## src/sv/three_term_recurrence_checksum_core_defines.svh

```systemverilog
// assertion helpers for the checksum core
`ifndef THREE_TERM_RECURRENCE_CHECKSUM_CORE_DEFINES_SVH
`define THREE_TERM_RECURRENCE_CHECKSUM_CORE_DEFINES_SVH

`ifndef SYNTHESIS
// same-cycle implication
`define TTRC_ASSERT_NOW(label, ante, cons) \
  label: assert property (@(posedge clk) disable iff (!rst_n) (ante) |-> (cons)) \
    else $error("ttrc assertion failed");
// next-cycle implication
`define TTRC_ASSERT_NEXT(label, ante, cons) \
  label: assert property (@(posedge clk) disable iff (!rst_n) (ante) |=> (cons)) \
    else $error("ttrc assertion failed");
`else
`define TTRC_ASSERT_NOW(label, ante, cons)
`define TTRC_ASSERT_NEXT(label, ante, cons)
`endif

`endif

```

## src/sv/ttrc_pkg.sv

```systemverilog
package ttrc_pkg;

  typedef struct packed {
    logic [7:0] data_byte;
    logic       last_byte;
  } item_t;

  localparam logic [15:0] FIRST_OFFSET = 16'd7;
  localparam logic [7:0]  ALPHA_MUL    = 8'd17;
  localparam logic [7:0]  BETA_MUL     = 8'd31;
  localparam logic [16:0] TERM_MOD     = 17'd65535;
  // 256 * 65535 + 1: keeps a - b positive and adds the 2^64 wrap residue
  localparam logic [25:0] WRAP_BIAS    = 26'd16776961;

endpackage

```

## src/sv/ttrc_in_reg.sv

```systemverilog
module ttrc_in_reg import ttrc_pkg::*; (
  input  logic  clk,
  input  logic  rst_n,
  input  logic  in_valid,
  output logic  in_stall,
  input  item_t in_item,
  input  logic  fire,
  output logic  s1_valid,
  output item_t s1_item
);

  logic  valid_r, valid_nxt;
  item_t item_r;
  logic  load;

  assign in_stall = valid_r && !fire;
  assign load     = in_valid && !in_stall;

  always_comb begin
    valid_nxt = valid_r;
    if (load) begin
      valid_nxt = 1'b1;
    end else if (fire) begin
      valid_nxt = 1'b0;
    end
  end

  always_ff @(posedge clk) begin
    if (!rst_n) begin
      valid_r <= 1'b0;
    end else begin
      valid_r <= valid_nxt;
    end
  end

  always_ff @(posedge clk) begin
    if (load) begin
      item_r <= in_item;
    end
  end

  assign s1_valid = valid_r;
  assign s1_item  = item_r;

endmodule

```

## src/sv/ttrc_recur.sv

```systemverilog
module ttrc_recur import ttrc_pkg::*; (
  input  logic        clk,
  input  logic        rst_n,
  input  logic        fire,
  input  item_t       item,
  output logic [15:0] term
);

  logic [7:0]  idx_r, idx_nxt;
  logic        in_msg_r, in_msg_nxt;
  logic [15:0] prev_r, prev_nxt;
  logic [15:0] curr_r, curr_nxt;

  logic [7:0]  alpha;
  logic [7:0]  beta;
  logic [8:0]  opnd;
  logic [24:0] prod_a;
  logic [23:0] prod_b;
  logic [25:0] diff;
  logic [15:0] step_term;

  // fold 2^16 onto 1, then one conditional subtract
  function automatic logic [15:0] mod_term(input logic [25:0] x);
    logic [16:0] s;
    s = 17'(x[15:0]) + 17'(x[25:16]);
    if (s >= TERM_MOD) begin
      s = s - TERM_MOD;
    end
    return s[15:0];
  endfunction

  assign alpha  = idx_r * ALPHA_MUL;
  assign beta   = idx_r * BETA_MUL;
  assign opnd   = {1'b0, item.data_byte} + {1'b0, alpha};
  assign prod_a = 25'(opnd) * 25'(curr_r);
  assign prod_b = 24'(beta) * 24'(prev_r);

  always_comb begin
    if (prod_a >= 25'(prod_b)) begin
      diff = 26'(prod_a) - 26'(prod_b);
    end else begin
      diff = 26'(prod_a) + WRAP_BIAS - 26'(prod_b);
    end
  end

  assign step_term = mod_term(diff);

  always_comb begin
    idx_nxt    = idx_r;
    in_msg_nxt = in_msg_r;
    prev_nxt   = prev_r;
    curr_nxt   = curr_r;
    if (fire) begin
      if (!in_msg_r) begin
        prev_nxt   = 16'd1;
        curr_nxt   = 16'(item.data_byte) + FIRST_OFFSET;
        idx_nxt    = 8'd1;
        in_msg_nxt = 1'b1;
      end else begin
        prev_nxt = curr_r;
        curr_nxt = step_term;
        idx_nxt  = idx_r + 8'd1;
      end
      if (item.last_byte) begin
        in_msg_nxt = 1'b0;
        idx_nxt    = 8'd0;
      end
    end
  end

  always_ff @(posedge clk) begin
    if (!rst_n) begin
      idx_r    <= 8'd0;
      in_msg_r <= 1'b0;
      prev_r   <= 16'd1;
      curr_r   <= 16'd1;
    end else begin
      idx_r    <= idx_nxt;
      in_msg_r <= in_msg_nxt;
      prev_r   <= prev_nxt;
      curr_r   <= curr_nxt;
    end
  end

  assign term = curr_nxt;

endmodule

```

## src/sv/ttrc_out_reg.sv

```systemverilog
module ttrc_out_reg import ttrc_pkg::*; (
  input  logic        clk,
  input  logic        rst_n,
  input  logic        load,
  input  logic [15:0] term,
  output logic        slot_free,
  output logic        out_valid,
  input  logic        out_stall,
  output logic [15:0] out_checksum
);

  logic        valid_r, valid_nxt;
  logic [15:0] sum_r;

  assign slot_free = !valid_r || !out_stall;

  always_comb begin
    valid_nxt = valid_r;
    if (load) begin
      valid_nxt = 1'b1;
    end else if (!out_stall) begin
      valid_nxt = 1'b0;
    end
  end

  always_ff @(posedge clk) begin
    if (!rst_n) begin
      valid_r <= 1'b0;
    end else begin
      valid_r <= valid_nxt;
    end
  end

  always_ff @(posedge clk) begin
    if (load) begin
      sum_r <= term;
    end
  end

  assign out_valid    = valid_r;
  assign out_checksum = sum_r;

endmodule

```

## src/sv/three_term_recurrence_checksum_core.sv

```systemverilog
// Three-term recurrence checksum over byte messages, one byte per request with a
// last-byte flag; each last byte yields one 16-bit checksum in 0..65534. The core
// takes one byte every cycle while no final byte waits: a request enters an
// input register; when it fires, both recurrence products, the mod-65535
// reduction and the term update run through one pass of logic into the result
// register, so a checksum is loaded there as its last byte fires. The recurrence
// loop through the current and previous term registers sets the rate. A
// non-final byte never waits on the result side; a final byte waits only while an
// earlier checksum is still held by a stalled output.
`include "three_term_recurrence_checksum_core_defines.svh"

module three_term_recurrence_checksum_core import ttrc_pkg::*; (
  input  logic        clk,
  input  logic        rst_n,
  input  logic        in_valid,
  output logic        in_stall,
  input  logic [7:0]  in_data_byte,
  input  logic        in_last_byte,
  output logic        out_valid,
  input  logic        out_stall,
  output logic [15:0] out_checksum
);

  item_t       in_item;
  item_t       s1_item;
  logic        s1_valid;
  logic        fire;
  logic        slot_free;
  logic [15:0] term;

  assign in_item.data_byte = in_data_byte;
  assign in_item.last_byte = in_last_byte;

  // only a final byte needs room in the result register
  assign fire = s1_valid && (!s1_item.last_byte || slot_free);

  ttrc_in_reg u_in_reg (
    .clk      (clk),
    .rst_n    (rst_n),
    .in_valid (in_valid),
    .in_stall (in_stall),
    .in_item  (in_item),
    .fire     (fire),
    .s1_valid (s1_valid),
    .s1_item  (s1_item)
  );

  ttrc_recur u_recur (
    .clk   (clk),
    .rst_n (rst_n),
    .fire  (fire),
    .item  (s1_item),
    .term  (term)
  );

  ttrc_out_reg u_out_reg (
    .clk          (clk),
    .rst_n        (rst_n),
    .load         (fire && s1_item.last_byte),
    .term         (term),
    .slot_free    (slot_free),
    .out_valid    (out_valid),
    .out_stall    (out_stall),
    .out_checksum (out_checksum)
  );

  `TTRC_ASSERT_NOW(a_sum_range, out_valid, out_checksum != 16'hFFFF)
  `TTRC_ASSERT_NEXT(a_last_gives_result, fire && s1_item.last_byte, out_valid)
  `TTRC_ASSERT_NOW(a_no_overwrite, fire && s1_item.last_byte && out_valid, !out_stall)
  `TTRC_ASSERT_NOW(a_stall_means_held, in_stall, s1_valid && !fire)

endmodule
```

## config.mk

```make
export PLATFORM = sky130hd
export DESIGN_NAME = three_term_recurrence_checksum_core
export DESIGN_NICKNAME = d
export VERILOG_FILES = /design/src/sv/ttrc_pkg.sv /design/src/sv/ttrc_in_reg.sv /design/src/sv/ttrc_recur.sv /design/src/sv/ttrc_out_reg.sv /design/src/sv/three_term_recurrence_checksum_core.sv
export VERILOG_INCLUDE_DIRS = /design/src /design/src/sv
export SDC_FILE = /design/constraint.sdc
export NUM_CORES = 1
export LEC_CHECK = 0
export BUFFER_PORTS_ARGS = -buffer_cell sky130_fd_sc_hd__buf_4
export CORE_MARGIN = 4
export CORE_UTILIZATION = 40
export DETAILED_ROUTE_END_ITERATION = 8
export PLACE_DENSITY = 0.54
export SETUP_SLACK_MARGIN = 0.05
export SLEW_MARGIN = 10
export SYNTH_ARGS = -nofsm -noshare
export SYNTH_HDL_FRONTEND = slang
export SYNTH_SLANG_ARGS = --single-unit
```

## constraint.sdc

```tcl
create_clock -name clk -period 12.3 [get_ports clk]
set_clock_uncertainty 0.15 [all_clocks]
set_input_delay 0.615 -clock clk [delete_from_list [all_inputs] [get_ports clk]]
set_output_delay 0.615 -clock clk [all_outputs]
set_load 0.1 [all_outputs]
```

# Word-level counts from Yosys, hierarchy flattened
# Cells that the tools add are included.
[classes] n_reduce_logical=12 n_addsub=8 magnitude_cmp=2 n_eq_ne=1 mul=4 n_mux=12
[op_table] op="$mux 16" count=4
[op_table] op="$add 25x24->26 const B" count=1
[op_table] op="$mux 26" count=1
[op_table] op="$sub 25x24->26" count=1
[op_table] op="$sub 26x24->26" count=1
[op_table] op="$ge 25x24->1" count=1
[op_table] op="$mul 9x16->25" count=1
[op_table] op="$mul 8x16->24" count=1
[op_table] op="$add 16x10->17" count=1
[op_table] op="$ge 17x16->1 const B" count=1
[op_table] op="$mul 8x5->8 const B" count=2
[op_table] op="$mux 8" count=2
[op_table] op="$sub 16x16->16 const B" count=1
[op_table] op="$add 8x3->9 const B" count=1
[op_table] op="$add 8x8->9" count=1
[op_table] op="$add 8x1->8 const B" count=1
[op_table] op="$logic_not 1->1" count=5
[op_table] op="$mux 1" count=5
[op_table] op="$logic_and 1x1->1" count=4
[op_table] op="$logic_or 1x1->1" count=2
[op_table] op="$ne 2x1->1 const B" count=1
[op_table] op="$reduce_bool 2->1" count=1
[word_totals] out_inout_bits=18 word_cells=48 regBits=68 input_bits=13

# Depth between registers and ports, before layout
[depth] ltp_word=11 mapped_depth=56 depth_no_buf=51

# Hierarchy
# A second synthesis with hierarchy kept.
[unflattened] cells_unflattened=1984 hier_area_um2=16360.7
[by_module_without_submodules] mod="ttrc_recur" cells_per_inst=1948 n_inst=1 area_per_inst_um2=15508.6 seq_area_each_um2=820.8
[by_module_without_submodules] mod="ttrc_out_reg" cells_per_inst=20 n_inst=1 area_per_inst_um2=515.5 seq_area_each_um2=500.5
[by_module_without_submodules] mod="ttrc_in_reg" cells_per_inst=13 n_inst=1 area_per_inst_um2=317.8 seq_area_each_um2=290.3
[by_module_without_submodules] mod="three_term_recurrence_checksum_core" cells_per_inst=3 n_inst=1 area_per_inst_um2=18.8 seq_area_each_um2=0.0

# Worst setup path before layout
# Ideal clock, no wire load.
[synth_path] kind="reg-to-reg" startpoint="register u_recur.idx_r[1]" endpoint="register u_out_reg.sum_r[7] (netlist: u_out_reg.out_checksum[7]), data pin" required_time_ps=12010 synth_period_minus_slack_ps=13491 path_slack_ps=-1191 arrival_time_ps=13201 n_path_buf=6 stages_incl_launch_ff=53 path_cell_list="dfxtp_1 -> fa_1 -> inv_1 -> fa_1 -> fa_1 -> inv_1 -> ha_1 -> a21oi_1 -> o21bai_1 -> a21oi_1 -> xnor2_1 -> clkbuf_1 -> nand2_1 -> fa_1 -> fa_1 -> fa_1 -> fa_1 -> inv_1 -> [17 not listed] -> o21ai_2 -> clkbuf_1 -> clkbuf_1 -> clkbuf_1 -> buf_1 -> a21oi_1 -> ha_1 -> a211oi_1 -> o211ai_1 -> a31o_2 -> a31o_2 -> clkbuf_1 -> xor2_1 -> or3_4 -> a311oi_4 -> a32oi_2 -> o311a_1 -> nor2_1"
[synth_via] elab_chain_len=11 elab_cells_between_ends=16 cone_classes="add/sub (6); mul (4); order compare (2); mux (4)"
[synth_lines] element="start: declaration" line_no="ttrc_recur.sv:9" rtl="logic [7:0] idx_r, idx_nxt;"
[synth_lines] element="start signal: assignment" line_no="ttrc_recur.sv:78" rtl="idx_r <= idx_nxt;"
[synth_lines] element="$mul 8x5->8" line_no="ttrc_recur.sv:32" rtl="assign alpha = idx_r * ALPHA_MUL;"
[synth_lines] element="$add 8x8->9" line_no="ttrc_recur.sv:34" rtl="assign opnd = {1'b0, item.data_byte} + {1'b0, alpha};"
[synth_lines] element="$mul 9x16->25" line_no="ttrc_recur.sv:35" rtl="assign prod_a = 25'(opnd) * 25'(curr_r);"
[synth_lines] element="$add 25x24->26" line_no="ttrc_recur.sv:42" rtl="diff = 26'(prod_a) + WRAP_BIAS - 26'(prod_b);"
[synth_lines] element="$sub 26x24->26" line_no="ttrc_recur.sv:42"
[synth_lines] element="$mux 26 (*)" line_no="ttrc_recur.sv:39" rtl="if (prod_a >= 25'(prod_b)) begin"
[synth_lines] element="$add 16x10->17 (*)" line_no="ttrc_recur.sv:25" rtl="s = 17'(x[15:0]) + 17'(x[25:16]);"
[synth_lines] element="$sub 16x16->16 or $ge 17x16->1 (tied branches)" line_no="ttrc_recur.sv:27, ttrc_recur.sv:26"
[synth_lines] element="$mux 16 (*)" line_no="ttrc_recur.sv:26" rtl="if (s >= TERM_MOD) begin"
[synth_lines] element="$mux 16 (*)" line_no="ttrc_recur.sv:54" rtl="if (!in_msg_r) begin"
[synth_lines] element="$mux 16 (*)" line_no="ttrc_recur.sv:53" rtl="if (fire) begin"
[synth_lines] element="via term[7]" line_no="three_term_recurrence_checksum_core.sv:29" rtl="logic [15:0] term;"
[synth_lines] element="end signal: assignment" line_no="ttrc_out_reg.sv:36" rtl="sum_r <= term;"
[synth_lines] element="end: declaration" line_no="ttrc_out_reg.sv:13" rtl="logic [15:0] sum_r;"
# Mark *: on every way through the listed nets, which the timed path passes. The rest lies on a longest branch.
# A chain may end at the register's enable or synchronous reset.

# Worst setup path in the final report
[layout_path] startpoint="register u_recur.idx_r[1]" endpoint="register u_out_reg.sum_r[14] (netlist: u_out_reg.out_checksum[14]), data pin"
# Same word-level chain as after synthesis.

==> results.toml <==
[run_status]
status = "complete, no violations"

[route]
drt-total-wl_mm = 50.1
drt-initial-drc-count = 749
vias_per_cell = 5.31
ant_nets = 0
drc = 0
firstDrtPassIters = 5
routedWlPerCell_um = 18.5
vias = 14400

[yosys]
synth.distinct_cells = 77
async_reset_ff_frac = 0
synth-seq-cells = 68
synth_common_cells = "inv_1 (339), nand2_1 (220), fa_1 (204), ha_1 (190), and2_1 (137)"
netlist_instances = 1995
synth_top_area_share = 0.250
synth.most_common_cell = "inv_1"
yosysWarnings = 0
synth_area_leaders = "fa_1 (25%), ha_1 (15%), inv_1 (7.8%)"
synth.avg_cell_area_um2 = 8.18
netlist_area_um2 = 16300
synth_nets = 2402
synth-edff-count = 25
synth-main-ff-cell = "dfxtp_1"
yosysTopAreaCell = "fa_1"
ys_seq_area_frac = 0.0987

[placed_design]
place_congestion = 0.965
port_buffers = 30
placed_cell_area_um2 = 18500
dp_hpwl_mm = 41.3
dp_cells = 2670

[critical_path]
arrival_ns = 11.85
required_ns = 12.23
ff2ff_path_depth = 51
cp_top_family = "adder cells"
slowest_stage = "fa_1"
cp-startpoint = "u_recur.idx_r[1]"
r2r_setup_slack_ns = 0.38
r2r_end = "u_out_reg.out_checksum[14]"
path_class = "reg2reg"
crit_buf_inv = 11
worstSetupStartpointType = "flip-flop"
worstReg2RegStart = "u_recur.idx_r[1]"
critPathMaxFanout = 7
end_kind = "flip-flop"
critPathMaxStageDelay_ns = 0.57

[hold_path]
hp-start = "in_last_byte"
worstHoldEndpoint = "u_in_reg.s1_item[0]"
min_path_type = "in2reg"
holdPathStages = 1

[clock_network]
holdBufCountCts = 0
cts.sinks = 68
cts_tree = "done"
cts_root_buffer = "clkbuf_16"
path_clk_slew_ns = 0.07
clk_latency_ns = 0.34
cts-htree-levels = 3
cts_inserted_buffers = 9
clk_path_buf_depth = 2

[die]
fp.dieH_um = 210
rows = 73
core-area_um2 = 40000
fp.dieW_um = 210
die-area_um2 = 44100
io-pin-count = 31
initial_core_util = 0.408

[final_layout]
multi_input_area_um2 = 14100
instances_no_fill = 2710
final_nets = 2587
seq_area_um2 = 1620
areaGrowthSynthToFinish_pct = 21.5
drive_gt1_frac = 0.201
finalInstanceArea_um2 = 19800
filler_cell_count = 3951
diodes = 0
final_core_util = 0.496

[global_routing]
use_met1 = 0.312
grt_pass1_wl_mm = 78.3
antenna_found_initial = 0
grt-ovfl-total = 0
top_usage_layer = "met2"
first_global_vias = 14400
use_met3 = 0.0176
grt_max_degree = 48
grt_util_met2 = 0.382
track_usage = 0.221

[timing]
setup_viol = 0
drv_slew = 0
period_share = 0.969
relSlewSlack = 0.312
tns_ns = 0
tightest_slew_ns = 1.03
period_minus_slack_ns = 11.92
finalHoldViolations = 0
rsz0062_at_grt = "yes"
max_freq_mhz = 83.9

[run]
maxCapViolations = 0
## how the worst max path moves through the flow
stage / end / slack [ns] / cells past startpoint
after floorplan: u_out_reg.out_checksum[8] / 0.07 / 52
after global routing: u_out_reg.out_checksum[7] / -0.04 / 51
after CTS: u_out_reg.out_checksum[7] / 0.05 / 52
after detailed placement: u_out_reg.out_checksum[3] / -0.35 / 52
after global placement: u_out_reg.out_checksum[5] / -0.29 / 52
final: u_out_reg.out_checksum[14] / 0.38 / 51
## worst register-to-register path: cells and delay by family, from the launching register on
| family | cells | cell delay, ns |
|---|---|---|
| xor+xnor | 2 | 0.39 |
| simple gates | 6 | 0.85 |
| compound gates | 21 | 4.03 |
| buf+inv | 11 | 1.22 |
| fa+ha+maj | 11 | 4.68 |
| flops | 1 | 0.36 |
## state kept, by name, summed over array words and instances, names as in the netlist
| name | count |
|---|---|
| u_out_reg.out_checksum | 16 |
| u_recur.curr_r | 16 |
| u_recur.prev_r | 16 |
| u_in_reg.s1_item | 9 |
| u_recur.idx_r | 8 |
| u_in_reg.s1_valid | 1 |
| u_out_reg.out_valid | 1 |
| u_recur.in_msg_r | 1 |
## final cells by class
cell class / count / area share
clock buffers: 12 / 0.0146
clock inverters: 4 / 0.00126
flip-flops and latches: 68 / 0.0816
repair buffers: 244 / 0.0963
inverters: 341 / 0.0645
well taps: 525 / 0.0331
multi-input cells: 1516 / 0.709
## what timing repair did
action	CTS	global route
hold endpoints to repair	0	0
buffers inserted	3	20
setup endpoints to repair	32	32
gates resized for setup	40	138
pin swaps	13	103
gates cloned	0	2
## routing by layer
metal	part of all wire	routed length [um]
met1	0.46	23100
met2	0.49	24600
met3	0.032	1600
met4	0.014	726
met5	0	0
## metrics by stage
stage	hold slack [ns]	setup slack (ns)
after floorplan	0.313	0.0696
after global placement	0.369	-0.287
after detailed placement	0.379	-0.345
after CTS	0.289	0.0540
after global routing	0.282	-0.0423
final	0.295	0.379
## kinds of logic (layout without fill, tap and decap cells)
logic type / Yosys count / count (layout) / share of synthesized area
buffers and inverters: 411 / 601 / 0.0945
and+or+nand+nor: 630 / 630 / 0.192
AOI/OAI and AO/OA: 354 / 354 / 0.143
adders and majority gates: 394 / 394 / 0.396
DFF: 68 / 68 / 0.0987
muxes: 20 / 20 / 0.0127
xor gates and xnor gates: 118 / 118 / 0.0633
## cell usage in the layout, fill, tap and decap left out, types with 21 or more instances in the layout
cell | Yosys | final
nor2_1 | 89 | 83
a21oi_2 | 0 | 23
nand2_1 | 220 | 217
nor2b_1 | 21 | 21
xnor2_1 | 76 | 70
fa_1 | 204 | 199
xor2_1 | 42 | 38
and2_1 | 137 | 128
inv_1 | 339 | 326
buf_4 | 0 | 235
dfxtp_1 | 43 | 39
ha_1 | 190 | 165
nand3_1 | 42 | 41
o21ai_0 | 58 | 42
edfxtp_1 | 25 | 25
a21oi_1 | 124 | 96
Power is not shown: default switching activity piles up to over one toggle a cycle in this logic, so the estimate is an artifact.
